## src/rtl/ut2lc_pkg.sv

```systemverilog
// Package for the Unix time to local calendar converter.
// Holds the calendar constants and the small helper functions.
// Used by ut2lc_zone and unix_time_to_local_calendar; depends on nothing.
package ut2lc_pkg;

  localparam int unsigned TsW     = 32;
  localparam int unsigned YearW   = 12;
  localparam int unsigned MonthW  = 4;
  localparam int unsigned DayW    = 5;
  localparam int unsigned HourW   = 5;
  localparam int unsigned MinW    = 6;
  localparam int unsigned SecW    = 6;
  localparam int unsigned OffW    = 5;

  localparam logic [OffW-1:0] OFFSET_RESET = 5'd1;

  // Julian day of the Unix epoch plus the offset of the integer date formula.
  localparam logic [21:0] JD_BIAS = 22'(2440588 + 68569);
  localparam logic [6:0]  CENT_BIAS = 7'd49;

  localparam logic [MonthW-1:0] MONTH_MAR = 4'd3;
  localparam logic [MonthW-1:0] MONTH_APR = 4'd4;
  localparam logic [MonthW-1:0] MONTH_SEP = 4'd9;
  localparam logic [MonthW-1:0] MONTH_OCT = 4'd10;

  localparam logic [HourW-1:0] DST_START_HOUR = 5'd2;
  localparam logic [HourW-1:0] DST_END_HOUR   = 5'd3;

  // Remainder modulo 7 of a ten-bit value, folding octal digits since 8 = 1 mod 7.
  function automatic logic [2:0] mod7(input logic [9:0] x);
    logic [4:0] s1;
    logic [3:0] s2;
    s1 = 5'(x[2:0]) + 5'(x[5:3]) + 5'(x[8:6]) + 5'(x[9]);
    s2 = 4'(s1[2:0]) + 4'(s1[4:3]);
    return (s2 >= 4'd7) ? 3'(s2 - 4'd7) : s2[2:0];
  endfunction

  // Days before the shifted month s, that is floor(2447 * s / 80).
  function automatic logic [8:0] month_base(input logic [3:0] s);
    logic [8:0] b;
    unique case (s)
      4'd0:  b = 9'd0;
      4'd1:  b = 9'd30;
      4'd2:  b = 9'd61;
      4'd3:  b = 9'd91;
      4'd4:  b = 9'd122;
      4'd5:  b = 9'd152;
      4'd6:  b = 9'd183;
      4'd7:  b = 9'd214;
      4'd8:  b = 9'd244;
      4'd9:  b = 9'd275;
      4'd10: b = 9'd305;
      4'd11: b = 9'd336;
      4'd12: b = 9'd367;
      4'd13: b = 9'd397;
      4'd14: b = 9'd428;
      default: b = 9'd458;
    endcase
    return b;
  endfunction

endpackage

```

## src/rtl/ut2lc_cdiv.sv

```systemverilog
// Pipelined division of an unsigned value by a constant, with quotient and remainder.
// Three register stages: input, reciprocal product, corrected result; side data follows.
// Self-contained; no package needed.
module ut2lc_cdiv #(
  parameter int unsigned XW = 16,
  parameter int unsigned D  = 3,
  parameter int unsigned QW = 8,
  parameter int unsigned SW = 1,
  localparam int unsigned RW = $clog2(D)
) (
  input  logic          clk_i,
  input  logic          rst_ni,
  input  logic          valid_i,
  output logic          stall_o,
  input  logic [XW-1:0] x_i,
  input  logic [SW-1:0] side_i,
  output logic          valid_o,
  input  logic          stall_i,
  output logic [QW-1:0] q_o,
  output logic [RW-1:0] r_o,
  output logic [SW-1:0] side_o
);

  localparam longint unsigned M = (64'd1 << XW) / D;
  localparam int unsigned MW = $clog2(M + 1);
  localparam int unsigned PW = XW + MW;

  logic          v0_q, v1_q, v2_q;
  logic          en0, en1, en2;
  logic [XW-1:0] x0_q, x1_q;
  logic [SW-1:0] s0_q, s1_q, s2_q;
  logic [PW-1:0] prod_d, prod_q;
  logic [MW-1:0] qe;
  logic [XW-1:0] re;
  logic          corr;
  logic [QW-1:0] q_d, q_q;
  logic [RW-1:0] r_d, r_q;

  assign en2     = !v2_q || !stall_i;
  assign en1     = !v1_q || en2;
  assign en0     = !v0_q || en1;
  assign stall_o = !en0;

  assign prod_d = PW'(x0_q) * PW'(M);
  assign qe     = prod_q[PW-1:XW];
  assign re     = x1_q - XW'(XW'(qe) * XW'(D));
  assign corr   = (re >= XW'(D));
  assign q_d    = QW'(qe) + QW'(corr);
  assign r_d    = corr ? RW'(re - XW'(D)) : RW'(re);

  always_ff @(posedge clk_i or negedge rst_ni) begin
    if (!rst_ni) begin
      v0_q <= 1'b0;
      v1_q <= 1'b0;
      v2_q <= 1'b0;
    end else begin
      if (en0) v0_q <= valid_i;
      if (en1) v1_q <= v0_q;
      if (en2) v2_q <= v1_q;
    end
  end

  always_ff @(posedge clk_i) begin
    if (en0) begin
      x0_q <= x_i;
      s0_q <= side_i;
    end
    if (en1) begin
      x1_q   <= x0_q;
      prod_q <= prod_d;
      s1_q   <= s0_q;
    end
    if (en2) begin
      q_q  <= q_d;
      r_q  <= r_d;
      s2_q <= s1_q;
    end
  end

  assign valid_o = v2_q;
  assign q_o     = q_q;
  assign r_o     = r_q;
  assign side_o  = s2_q;

endmodule

```

## src/rtl/ut2lc_zone.sv

```systemverilog
// Final stages: calendar fields from the date formula, last Sundays, summer time, local hour.
// Three register stages, the last of which is the output register.
// Depends on ut2lc_pkg.
module ut2lc_zone
  import ut2lc_pkg::*;
(
  input  logic              clk_i,
  input  logic              rst_ni,
  input  logic [OffW-1:0]   offset_i,
  input  logic              valid_i,
  output logic              stall_o,
  input  logic [6:0]        cq_i,
  input  logic [6:0]        yr_i,
  input  logic [3:0]        ms_i,
  input  logic [8:0]        p2_i,
  input  logic [HourW-1:0]  hour_i,
  input  logic [MinW-1:0]   minute_i,
  input  logic [SecW-1:0]   second_i,
  output logic              valid_o,
  input  logic              stall_i,
  output logic [YearW-1:0]  year_o,
  output logic [MonthW-1:0] month_o,
  output logic [DayW-1:0]   day_o,
  output logic [HourW-1:0]  utc_hour_o,
  output logic [MinW-1:0]   minute_o,
  output logic [SecW-1:0]   second_o,
  output logic              summer_time_o,
  output logic [HourW-1:0]  local_hour_o
);

  typedef struct packed {
    logic [YearW-1:0]  year;
    logic [MonthW-1:0] month;
    logic [DayW-1:0]   day;
    logic [HourW-1:0]  hour;
    logic [MinW-1:0]   minute;
    logic [SecW-1:0]   second;
  } cal_t;

  logic        v1_q, v2_q, v3_q;
  logic        en1, en2, en3;
  cal_t        c1_d, c1_q, c2_q, c3_q;
  logic [9:0]  base_d, base_q;
  logic [4:0]  mar_d, mar_q, oct_d, oct_q;
  logic        jan_feb;
  logic [6:0]  yy, cen, kk, jj;
  logic        wrap;
  logic        dst_d, dst_q;
  logic [5:0]  lsum;
  logic [HourW-1:0] local_d, local_q;

  assign en3     = !v3_q || !stall_i;
  assign en2     = !v2_q || en3;
  assign en1     = !v1_q || en2;
  assign stall_o = !en1;

  always_comb begin
    jan_feb      = (ms_i > 4'd10);
    c1_d.month   = jan_feb ? 4'(ms_i - 4'd10) : 4'(ms_i + 4'd2);
    c1_d.day     = 5'(p2_i - month_base(ms_i));
    yy           = 7'(yr_i + 7'(jan_feb));
    cen          = 7'(cq_i - CENT_BIAS);
    wrap         = (yy >= 7'd100);
    kk           = wrap ? 7'(yy - 7'd100) : yy;
    jj           = wrap ? 7'(cen + 7'd1) : cen;
    c1_d.year    = 12'(12'(cen) * 12'd100 + 12'(yy));
    c1_d.hour    = hour_i;
    c1_d.minute  = minute_i;
    c1_d.second  = second_i;
    base_d       = 10'(kk) + 10'(kk >> 2) + 10'(jj >> 2) + 10'(10'(jj) * 10'd5);
  end

  assign mar_d = 5'd31 - 5'(mod7(10'(base_q + 10'd47)));
  assign oct_d = 5'd31 - 5'(mod7(10'(base_q + 10'd65)));

  always_comb begin
    case (c2_q.month) inside
      MONTH_MAR: begin
        dst_d = (c2_q.day > mar_q) ||
                ((c2_q.day == mar_q) && (c2_q.hour >= DST_START_HOUR));
      end
      MONTH_OCT: begin
        dst_d = (c2_q.day < oct_q) ||
                ((c2_q.day == oct_q) && (c2_q.hour < DST_END_HOUR));
      end
      [MONTH_APR:MONTH_SEP]: dst_d = 1'b1;
      default: dst_d = 1'b0;
    endcase
    lsum = 6'(c2_q.hour) + 6'(offset_i) + 6'(dst_d);
    if (lsum >= 6'd48) begin
      local_d = 5'(lsum - 6'd48);
    end else if (lsum >= 6'd24) begin
      local_d = 5'(lsum - 6'd24);
    end else begin
      local_d = 5'(lsum);
    end
  end

  always_ff @(posedge clk_i or negedge rst_ni) begin
    if (!rst_ni) begin
      v1_q <= 1'b0;
      v2_q <= 1'b0;
      v3_q <= 1'b0;
    end else begin
      if (en1) v1_q <= valid_i;
      if (en2) v2_q <= v1_q;
      if (en3) v3_q <= v2_q;
    end
  end

  always_ff @(posedge clk_i) begin
    if (en1) begin
      c1_q   <= c1_d;
      base_q <= base_d;
    end
    if (en2) begin
      c2_q  <= c1_q;
      mar_q <= mar_d;
      oct_q <= oct_d;
    end
    if (en3) begin
      c3_q    <= c2_q;
      dst_q   <= dst_d;
      local_q <= local_d;
    end
  end

  assign valid_o       = v3_q;
  assign year_o        = c3_q.year;
  assign month_o       = c3_q.month;
  assign day_o         = c3_q.day;
  assign utc_hour_o    = c3_q.hour;
  assign minute_o      = c3_q.minute;
  assign second_o      = c3_q.second;
  assign summer_time_o = dst_q;
  assign local_hour_o  = local_q;

endmodule

```

## src/rtl/unix_time_to_local_calendar.sv

```systemverilog
// Unix timestamp to UTC calendar date, European summer-time flag and local hour.
// Top level: configuration register, glue between the divider stages, final stage.
// Depends on ut2lc_pkg, ut2lc_cdiv and ut2lc_zone.
//
// The converter accepts one timestamp per clock cycle while in_stall_o is low and
// returns the results in order. Each result passes through six constant dividers
// of three register stages each, followed by the three stages that form the date,
// find the last Sundays and add the offset. Stalls hold every stage that is
// full; bubbles close up, so input is still taken while a result waits. The
// offset register is best written while no transaction is in flight; it resets
// to 1 and is always ready.
module unix_time_to_local_calendar
  import ut2lc_pkg::*;
(
  input  logic              clk_i,
  input  logic              rst_ni,
  input  logic              cfg_valid_i,
  output logic              cfg_ready_o,
  input  logic [OffW-1:0]   cfg_data_i,
  input  logic              in_valid_i,
  output logic              in_stall_o,
  input  logic [TsW-1:0]    timestamp_i,
  output logic              out_valid_o,
  input  logic              out_stall_i,
  output logic [YearW-1:0]  year_o,
  output logic [MonthW-1:0] month_o,
  output logic [DayW-1:0]   day_o,
  output logic [HourW-1:0]  utc_hour_o,
  output logic [MinW-1:0]   minute_o,
  output logic [SecW-1:0]   second_o,
  output logic              summer_time_o,
  output logic [HourW-1:0]  local_hour_o
);

  logic [OffW-1:0] offset_q;

  logic        v1, st1, v2, st2, v3, st3, v4, st4, v5, st5, v6, st6;
  logic [15:0] d1_q;
  logic [9:0]  d1_r;
  logic [6:0]  d1_s;
  logic [16:0] sod;
  logic [4:0]  d2_q;
  logic [7:0]  d2_r;
  logic [19:0] d2_s;
  logic [11:0] remh;
  logic [5:0]  d3_q;
  logic [3:0]  d3_r;
  logic [22:0] d3_s;
  logic [16:0] tod3;
  logic [21:0] p0;
  logic [6:0]  d4_q;
  logic [17:0] d4_r;
  logic [16:0] d4_s;
  logic [15:0] p1;
  logic [27:0] x5;
  logic [6:0]  d5_q;
  logic [39:0] d5_s;
  logic [17:0] p2_full;
  logic [8:0]  p2;
  logic [15:0] x6;
  logic [3:0]  d6_q;
  logic [39:0] d6_s;

  assign cfg_ready_o = 1'b1;

  always_ff @(posedge clk_i or negedge rst_ni) begin
    if (!rst_ni) begin
      offset_q <= OFFSET_RESET;
    end else if (cfg_valid_i && cfg_ready_o) begin
      offset_q <= cfg_data_i;
    end
  end

  // Day count and second of day: 86400 = 128 * 675.
  ut2lc_cdiv #(.XW(25), .D(675), .QW(16), .SW(7)) u_div_day (
    .clk_i, .rst_ni,
    .valid_i(in_valid_i), .stall_o(in_stall_o),
    .x_i(timestamp_i[31:7]), .side_i(timestamp_i[6:0]),
    .valid_o(v1), .stall_i(st1),
    .q_o(d1_q), .r_o(d1_r), .side_o(d1_s)
  );

  assign sod = {d1_r, d1_s};

  // Hour of day: 3600 = 16 * 225.
  ut2lc_cdiv #(.XW(13), .D(225), .QW(5), .SW(20)) u_div_hour (
    .clk_i, .rst_ni,
    .valid_i(v1), .stall_o(st1),
    .x_i(sod[16:4]), .side_i({d1_q, sod[3:0]}),
    .valid_o(v2), .stall_i(st2),
    .q_o(d2_q), .r_o(d2_r), .side_o(d2_s)
  );

  assign remh = {d2_r, d2_s[3:0]};

  // Minute and second: 60 = 4 * 15.
  ut2lc_cdiv #(.XW(10), .D(15), .QW(6), .SW(23)) u_div_min (
    .clk_i, .rst_ni,
    .valid_i(v2), .stall_o(st2),
    .x_i(remh[11:2]), .side_i({d2_s[19:4], d2_q, remh[1:0]}),
    .valid_o(v3), .stall_i(st3),
    .q_o(d3_q), .r_o(d3_r), .side_o(d3_s)
  );

  assign tod3 = {d3_s[6:2], d3_q, d3_r, d3_s[1:0]};
  assign p0   = 22'(d3_s[22:7]) + JD_BIAS;

  // Gregorian four-century cycle; the day within it is the remainder over four.
  ut2lc_cdiv #(.XW(24), .D(146097), .QW(7), .SW(17)) u_div_cent (
    .clk_i, .rst_ni,
    .valid_i(v3), .stall_o(st3),
    .x_i({p0, 2'b00}), .side_i(tod3),
    .valid_o(v4), .stall_i(st4),
    .q_o(d4_q), .r_o(d4_r), .side_o(d4_s)
  );

  assign p1 = d4_r[17:2];
  assign x5 = 28'((28'(p1) + 28'd1) * 28'd4000);

  ut2lc_cdiv #(.XW(28), .D(1461001), .QW(7), .SW(40)) u_div_year (
    .clk_i, .rst_ni,
    .valid_i(v4), .stall_o(st4),
    .x_i(x5), .side_i({d4_s, d4_q, p1}),
    .valid_o(v5), .stall_i(st5),
    .q_o(d5_q), .r_o(), .side_o(d5_s)
  );

  assign p2_full = 18'(d5_s[15:0]) + 18'd31 - ((18'(d5_q) * 18'd1461) >> 2);
  assign p2      = p2_full[8:0];
  assign x6      = 16'(16'(p2) * 16'd80);

  ut2lc_cdiv #(.XW(16), .D(2447), .QW(4), .SW(40)) u_div_month (
    .clk_i, .rst_ni,
    .valid_i(v5), .stall_o(st5),
    .x_i(x6), .side_i({d5_s[39:23], d5_s[22:16], d5_q, p2}),
    .valid_o(v6), .stall_i(st6),
    .q_o(d6_q), .r_o(), .side_o(d6_s)
  );

  ut2lc_zone u_zone (
    .clk_i, .rst_ni,
    .offset_i(offset_q),
    .valid_i(v6), .stall_o(st6),
    .cq_i(d6_s[22:16]), .yr_i(d6_s[15:9]), .ms_i(d6_q), .p2_i(d6_s[8:0]),
    .hour_i(d6_s[39:35]), .minute_i(d6_s[34:29]), .second_i(d6_s[28:23]),
    .valid_o(out_valid_o), .stall_i(out_stall_i),
    .year_o, .month_o, .day_o, .utc_hour_o, .minute_o, .second_o,
    .summer_time_o, .local_hour_o
  );

endmodule
```

## config.mk

```make
export PLATFORM = sky130hd
export DESIGN_NAME = unix_time_to_local_calendar
export DESIGN_NICKNAME = d
export VERILOG_FILES = /design/src/rtl/ut2lc_pkg.sv /design/src/rtl/ut2lc_cdiv.sv /design/src/rtl/ut2lc_zone.sv /design/src/rtl/unix_time_to_local_calendar.sv
export SDC_FILE = /design/constraint.sdc
export NUM_CORES = 2
export LEC_CHECK = 0
export BUFFER_PORTS_ARGS = -buffer_cell sky130_fd_sc_hd__buf_2
export CORE_UTILIZATION = 28
export CTS_CLUSTER_SIZE = 28
export DETAILED_ROUTE_END_ITERATION = 8
export SLEW_MARGIN = 20
export SYNTH_ARGS = -nofsm -noshare
export SYNTH_HDL_FRONTEND = slang
export SYNTH_HIERARCHICAL = 1
export SYNTH_SLANG_ARGS = --single-unit
```

## constraint.sdc

```tcl
create_clock -name clk_i -period 17.1 [get_ports clk_i]
set_clock_uncertainty 0.05 [all_clocks]
set_input_delay 1.71 -clock clk_i [delete_from_list [all_inputs] [get_ports clk_i]]
set_output_delay 1.71 -clock clk_i [all_outputs]
set_load 0.05 [all_outputs]
```

## Word-level counts from Yosys, hierarchy flattened

Memories as Yosys holds them, arrays and structs flattened. A register that Yosys moved wholly into a read port is not among the register bits.
Index checks and enable logic that the tools add are counted.

- Magnitude comparators: 18
- Bitwise logic cells: 0
- Mux-type cells: 15
- Eq/ne operators: 4
- Multipliers: 17
- Div/mod/pow operators: 0
- Reduce and logical (&&, ||, !) cells: 49
- Shift operators: 0
- Add/subtract/negate cells: 49

Operator list:

| cell | count |
|---|---|
| 25-bit by 15-bit multiplier with 40-bit output, second input constant | 1 |
| 23-bit by 8-bit multiplier with 31-bit output, second input constant | 1 |
| 28-bit by 21-bit greater-or-equal comparator with 1-bit output, second input constant | 1 |
| 22-bit by 6-bit multiplier with 28-bit output, second input constant | 1 |
| 8-bit by 21-bit multiplier with 28-bit output, second input constant | 1 |
| 28-bit subtractor | 1 |
| 25-bit by 10-bit greater-or-equal comparator with 1-bit output, second input constant | 1 |
| 16-bit by 10-bit multiplier with 25-bit output, second input constant | 1 |
| 25-bit subtractor | 1 |
| 24-bit by 18-bit greater-or-equal comparator with 1-bit output, second input constant | 1 |
| 7-bit by 18-bit multiplier with 24-bit output, second input constant | 1 |
| 24-bit subtractor | 1 |
| 1-bit logical NOT | 23 |
| 1-bit logical OR | 23 |
| 17-bit by 7-bit multiplier with 23-bit output, second input constant | 1 |
| 16-bit by 22-bit adder with 22-bit output, second input constant | 1 |
| 7-bit by 1-bit adder with 7-bit output | 3 |
| 18-bit two-way mux | 1 |
| 18-bit subtractor, second input constant | 1 |
| 16-bit by 1-bit adder with 17-bit output, second input constant | 1 |
| 13-bit by 4-bit multiplier with 17-bit output, second input constant | 1 |
| 16-bit by 1-bit adder with 16-bit output | 1 |
| 16-bit by 12-bit greater-or-equal comparator with 1-bit output, second input constant | 1 |
| 12-bit by 4-bit multiplier with 16-bit output, second input constant | 1 |
| other kinds (60) | 82 |

- RAM bits: 0
- Memory bits (read-only): 144
- Register bits after elaboration: 1049
- Memories: 1
- Output and inout bits: 47
- Input bits: 42
- Bits in latches: 0

Memories:

| memory | depth | bits a word | rd ports | clocked after memory_dff | wr ports | line | source |
|---|---|---|---|---|---|---|---|
| (no name shown) | 16 | 9 | 1 | 1 | 0 | ut2lc_pkg.sv:41 | `unique case (s)` |

## Depth between registers and ports, before layout

- Depth after elaboration: 23
- Gate-level depth with buffers: 27
- Gate-level depth less buffers: 27

## Cells and area by module

The synthesis kept the hierarchy.

Modules (own cells, without submodules):

| module | times used | cells an instance | area each (µm²) | sequential area each (µm²) |
|---|---|---|---|---|
| ut2lc_cdiv at u_div_year | 1 | 1137 | 14742.9 | 6441.2 |
| ut2lc_cdiv at u_div_day | 1 | 1292 | 13862.0 | 3468.3 |
| ut2lc_cdiv at u_div_cent | 1 | 818 | 10010.9 | 4008.8 |
| ut2lc_cdiv at u_div_month | 1 | 607 | 8659.6 | 5270.1 |
| ut2lc_zone | 1 | 581 | 7846.3 | 4159.0 |
| ut2lc_cdiv at u_div_hour | 1 | 358 | 5206.2 | 3228.1 |
| unix_time_to_local_calendar | 1 | 557 | 5013.6 | 126.4 |
| ut2lc_cdiv at u_div_min | 1 | 304 | 4849.7 | 3258.1 |

## Worst setup path before layout

No wires, ideal clock.

- Path type: input to output
- Start point: input port out_stall_i
- End point: output port in_stall_o
- Stages: 14
- Setup slack: 0.932 ns
- Data required time: 15.340 ns
- Arrival time: 14.408 ns
- Cell sequence: nand4_1 inv_1 nand4_1 inv_1 nand4_1 inv_1 nand4_1 inv_1 nand4_1 inv_1 nand4_1 inv_1 nand4_1 inv_1

- Longest elaborated chain between the ends: 23

RTL lines:

| element | line | source |
|---|---|---|
| start, declared | unix_time_to_local_calendar.sv:24 | `input logic out_stall_i,` |
| 1-bit logical NOT | ut2lc_zone.sv:52 | `assign en3 = !v3_q \|\| !stall_i;` |
| 1-bit logical OR | ut2lc_zone.sv:52 |  |
| 1-bit logical OR | ut2lc_zone.sv:53 | `assign en2 = !v2_q \|\| en3;` |
| 1-bit logical OR | ut2lc_zone.sv:54 | `assign en1 = !v1_q \|\| en2;` |
| 1-bit logical OR | ut2lc_cdiv.sv:39 | `assign en2 = !v2_q \|\| !stall_i;` |
| 1-bit logical OR | ut2lc_cdiv.sv:40 | `assign en1 = !v1_q \|\| en2;` |
| 1-bit logical OR | ut2lc_cdiv.sv:41 | `assign en0 = !v0_q \|\| en1;` |
| 1-bit logical OR | ut2lc_cdiv.sv:39 |  |
| (+7 left out) | n/a |  |
| 1-bit logical OR | ut2lc_cdiv.sv:41 |  |
| 1-bit logical OR | ut2lc_cdiv.sv:39 |  |
| 1-bit logical OR | ut2lc_cdiv.sv:40 |  |
| 1-bit logical OR | ut2lc_cdiv.sv:41 |  |
| 1-bit logical OR | ut2lc_cdiv.sv:39 |  |
| 1-bit logical OR | ut2lc_cdiv.sv:40 |  |
| 1-bit logical OR | ut2lc_cdiv.sv:41 |  |
| 1-bit logical NOT | ut2lc_cdiv.sv:42 | `assign stall_o = !en0;` |
| end, declared | unix_time_to_local_calendar.sv:21 | `output logic in_stall_o,` |

No other way between the ends.

## Worst setup path in the final report

Same ends and word-level chain as after synthesis.

==> results.cfg <==
[clocking]
cts_resized = 0
cts_root_buf = clkbuf_16
htreeDepth = 3
cts_tree = built
clk-insertion-delay-late_ns = 0.73
postCtsSetupRepairBufs = 0
cts.reportedPaths.clkPinSlew_ns = 0.06
cts_num_sinks = 934
cts_buffers = 95
cts_hold_buf = 0
cts_buffer_depth = 3

[route]
wire_per_inst_microns = 13.3
wl_microns = 118000
drt-pass1-iter-count = 5
vias = 38600
drc = 0
drtAntennaViolNets = 0
drt-initial-drc-count = 1617
viasPerCell = 4.33

[global_route]
grt_max_degree = 71
grt_pass1_vias = 40500
antenna_found_initial = 3
grt_pass1_wl_microns = 200000
grt_usage_pct = 9.87
gr-total-overflow = 0

[placement]
gp_congestion = 0.834
dp.final_hpwl_microns = 95600
portBuffers = 87
dpl_cell_area_sq_mm = 0.0718
dp_cells = 8723

[yosys]
synthCells = 5482
synthesis.area_sq_mm = 0.0674
synth_area_per_cell_sq_um = 12.3
ys.warnings.count = 6

[setup_path]
rr_startpoint = u_div_day/prod_q[30]
cpPeakStageDelay_ns = 0.60
worstPathCellList = buf_2, nand4_1, buf_4, inv_1, nand4_1, buf_4, inv_1, nand4_1, buf_4, inv_1, nand4_1, buf_4, inv_1, nand4_1, buf_4, inv_1, nand4_1, buf_4, inv_1, nand4_1, buf_4, inv_1, buf_2
worstPathMaxFanout = 63
worst-r2r-cell-count = 23
path_class = in2out
cp_num_buf_inv = 16
cp_top_family = buffers and inverters
r2r-end = u_div_day/q_o[15]
slowest_stage = buf_4
crit_path_start_kind = input port
crit_arrival_ns = 7.43
required_ns = 15.34
ff2ff_setup_slack_ns = 9.89
end_kind = output pin

[floorplanning]
io_pins = 89
die_x_microns = 493
dieHeight_microns = 493
initial_core_util_pct = 28.2
die-area_sq_mm = 0.243
num_rows = 179
core_sq_mm = 0.239

[sta]
hold_slack_ns = 0.309
finalCritPeriodShare_pct = 53.7
fin_setup_tns_ns = 0
drv_slew = 0
setup_viol = 0
rsz0062_at_grt = false
slew-limit-headroom_pct = 33.2
period_needed_ns = 9.19
worstMarginPinSlew_ns = 0.999
max_freq_mhz = 109
final-hold-violation-count = 0

[min_path]
min_from = u_div_hour/s1_q[17]
holdPathEnd = u_div_hour/side_o[17]
hold_class = reg2reg
worstHoldPathCells = 0

[final_layout]
area_growth_syn_to_layout_pct = 11.3
drive_above_1_share_pct = 6.35
final_cell_count_no_fill = 8900
nNetsFinal = 7138
final_area_sq_mm = 0.0750

[job]
drv_cap = 0

[run_status]
status = finished clean
==> flip-flops by register name, summed over array words and instances, names as in the netlist, 28 cells and up <==
signal              count
u_div_month/s0_q       36
u_div_month/s1_q       36
u_div_month/side_o     36
u_div_year/s0_q        33
u_div_year/s1_q        33
u_div_year/side_o      33
u_div_year/x0_q        28
u_div_year/x1_q        28
u_zone/c1_q            38
u_zone/c2_q            38
==> metal layers <==
metal  vias to the layer above  routed length [microns]  GRT usage (%)
met3                       172                     3120           1.32
met4                         2                     2700           2.64
met2                       487                    58500           17.7
met1                     18700                    53900           12.4
met5                         -                       12              0
li1                      19200                        -              -
==> stage by stage <==
stage	setup slack (ns)	utilization (%)
floorplan	1.30	-
global placement	7.69	30.1
detailed placement	7.76	30.1
CTS	7.72	31.4
global route	7.17	31.4
finish	7.91	31.4
==> worst register-to-register path: stages (launching register included) <==
cell	delay, ns
edfxtp_1	0.58
ha_1	0.39
fa_1	0.54
fa_1	0.45
fa_1	0.52
fa_1	0.54
inv_1	0.04
ha_1	0.38
a21oi_1	0.35
o21ai_0	0.26
mux2i_1	0.19
nor3_1	0.19
nand4_1	0.15
a2111oi_0	0.52
o2111ai_1	0.21
nor4_1	0.29
nand4b_1	0.25
ha_1	0.30
nand3_1	0.13
nor2_1	0.07
and3_1	0.20
nor2b_1	0.16
nand4_1	0.11
xnor2_1	0.07
==> final cells by class <==
type                    count  area (sq um)
diodes                      1          2.50
clock buffers             117          2510
clock inverters            59           709
fillers                 23800        164000
inverters                1121          4210
multi-input cells        3397         35100
flip-flops and latches    934         27900
well taps                3167          3960
repair buffers            104           563
==> worst max-delay path by stage <==
stage                      from          to  slack, ns  depth (start not counted)
global placement    out_stall_i  in_stall_o       7.69                         23
detailed placement  out_stall_i  in_stall_o       7.76                         23
floorplan           out_stall_i  in_stall_o       1.30                         14
CTS                 out_stall_i  in_stall_o       7.72                         23
global route        out_stall_i  in_stall_o       7.17                         23
finish              out_stall_i  in_stall_o       7.91                         23
==> placed cells by master (no fill, tap or decap), drive strengths merged, types with 19 or more instances in the layout <==
master   count
o21a        45
buf        104
o21bai      27
inv       1128
clkinv      38
ha         921
clkbuf     117
fa         522
nand3       78
and3        27
a21oi      205
xnor2      231
nand2b      46
xor2       124
nor2       186
nor3        65
nand4       42
a21o        77
a31oi       38
a2111oi     19
a211oi      29
o21ai      116
o211ai      30
edfxtp     908
nor2b       39
dfrtp       25
nand2      179
Power is left out: the tool's default activity adds up to more than one toggle a clock period on the data nets, which glitch-free logic cannot reach.
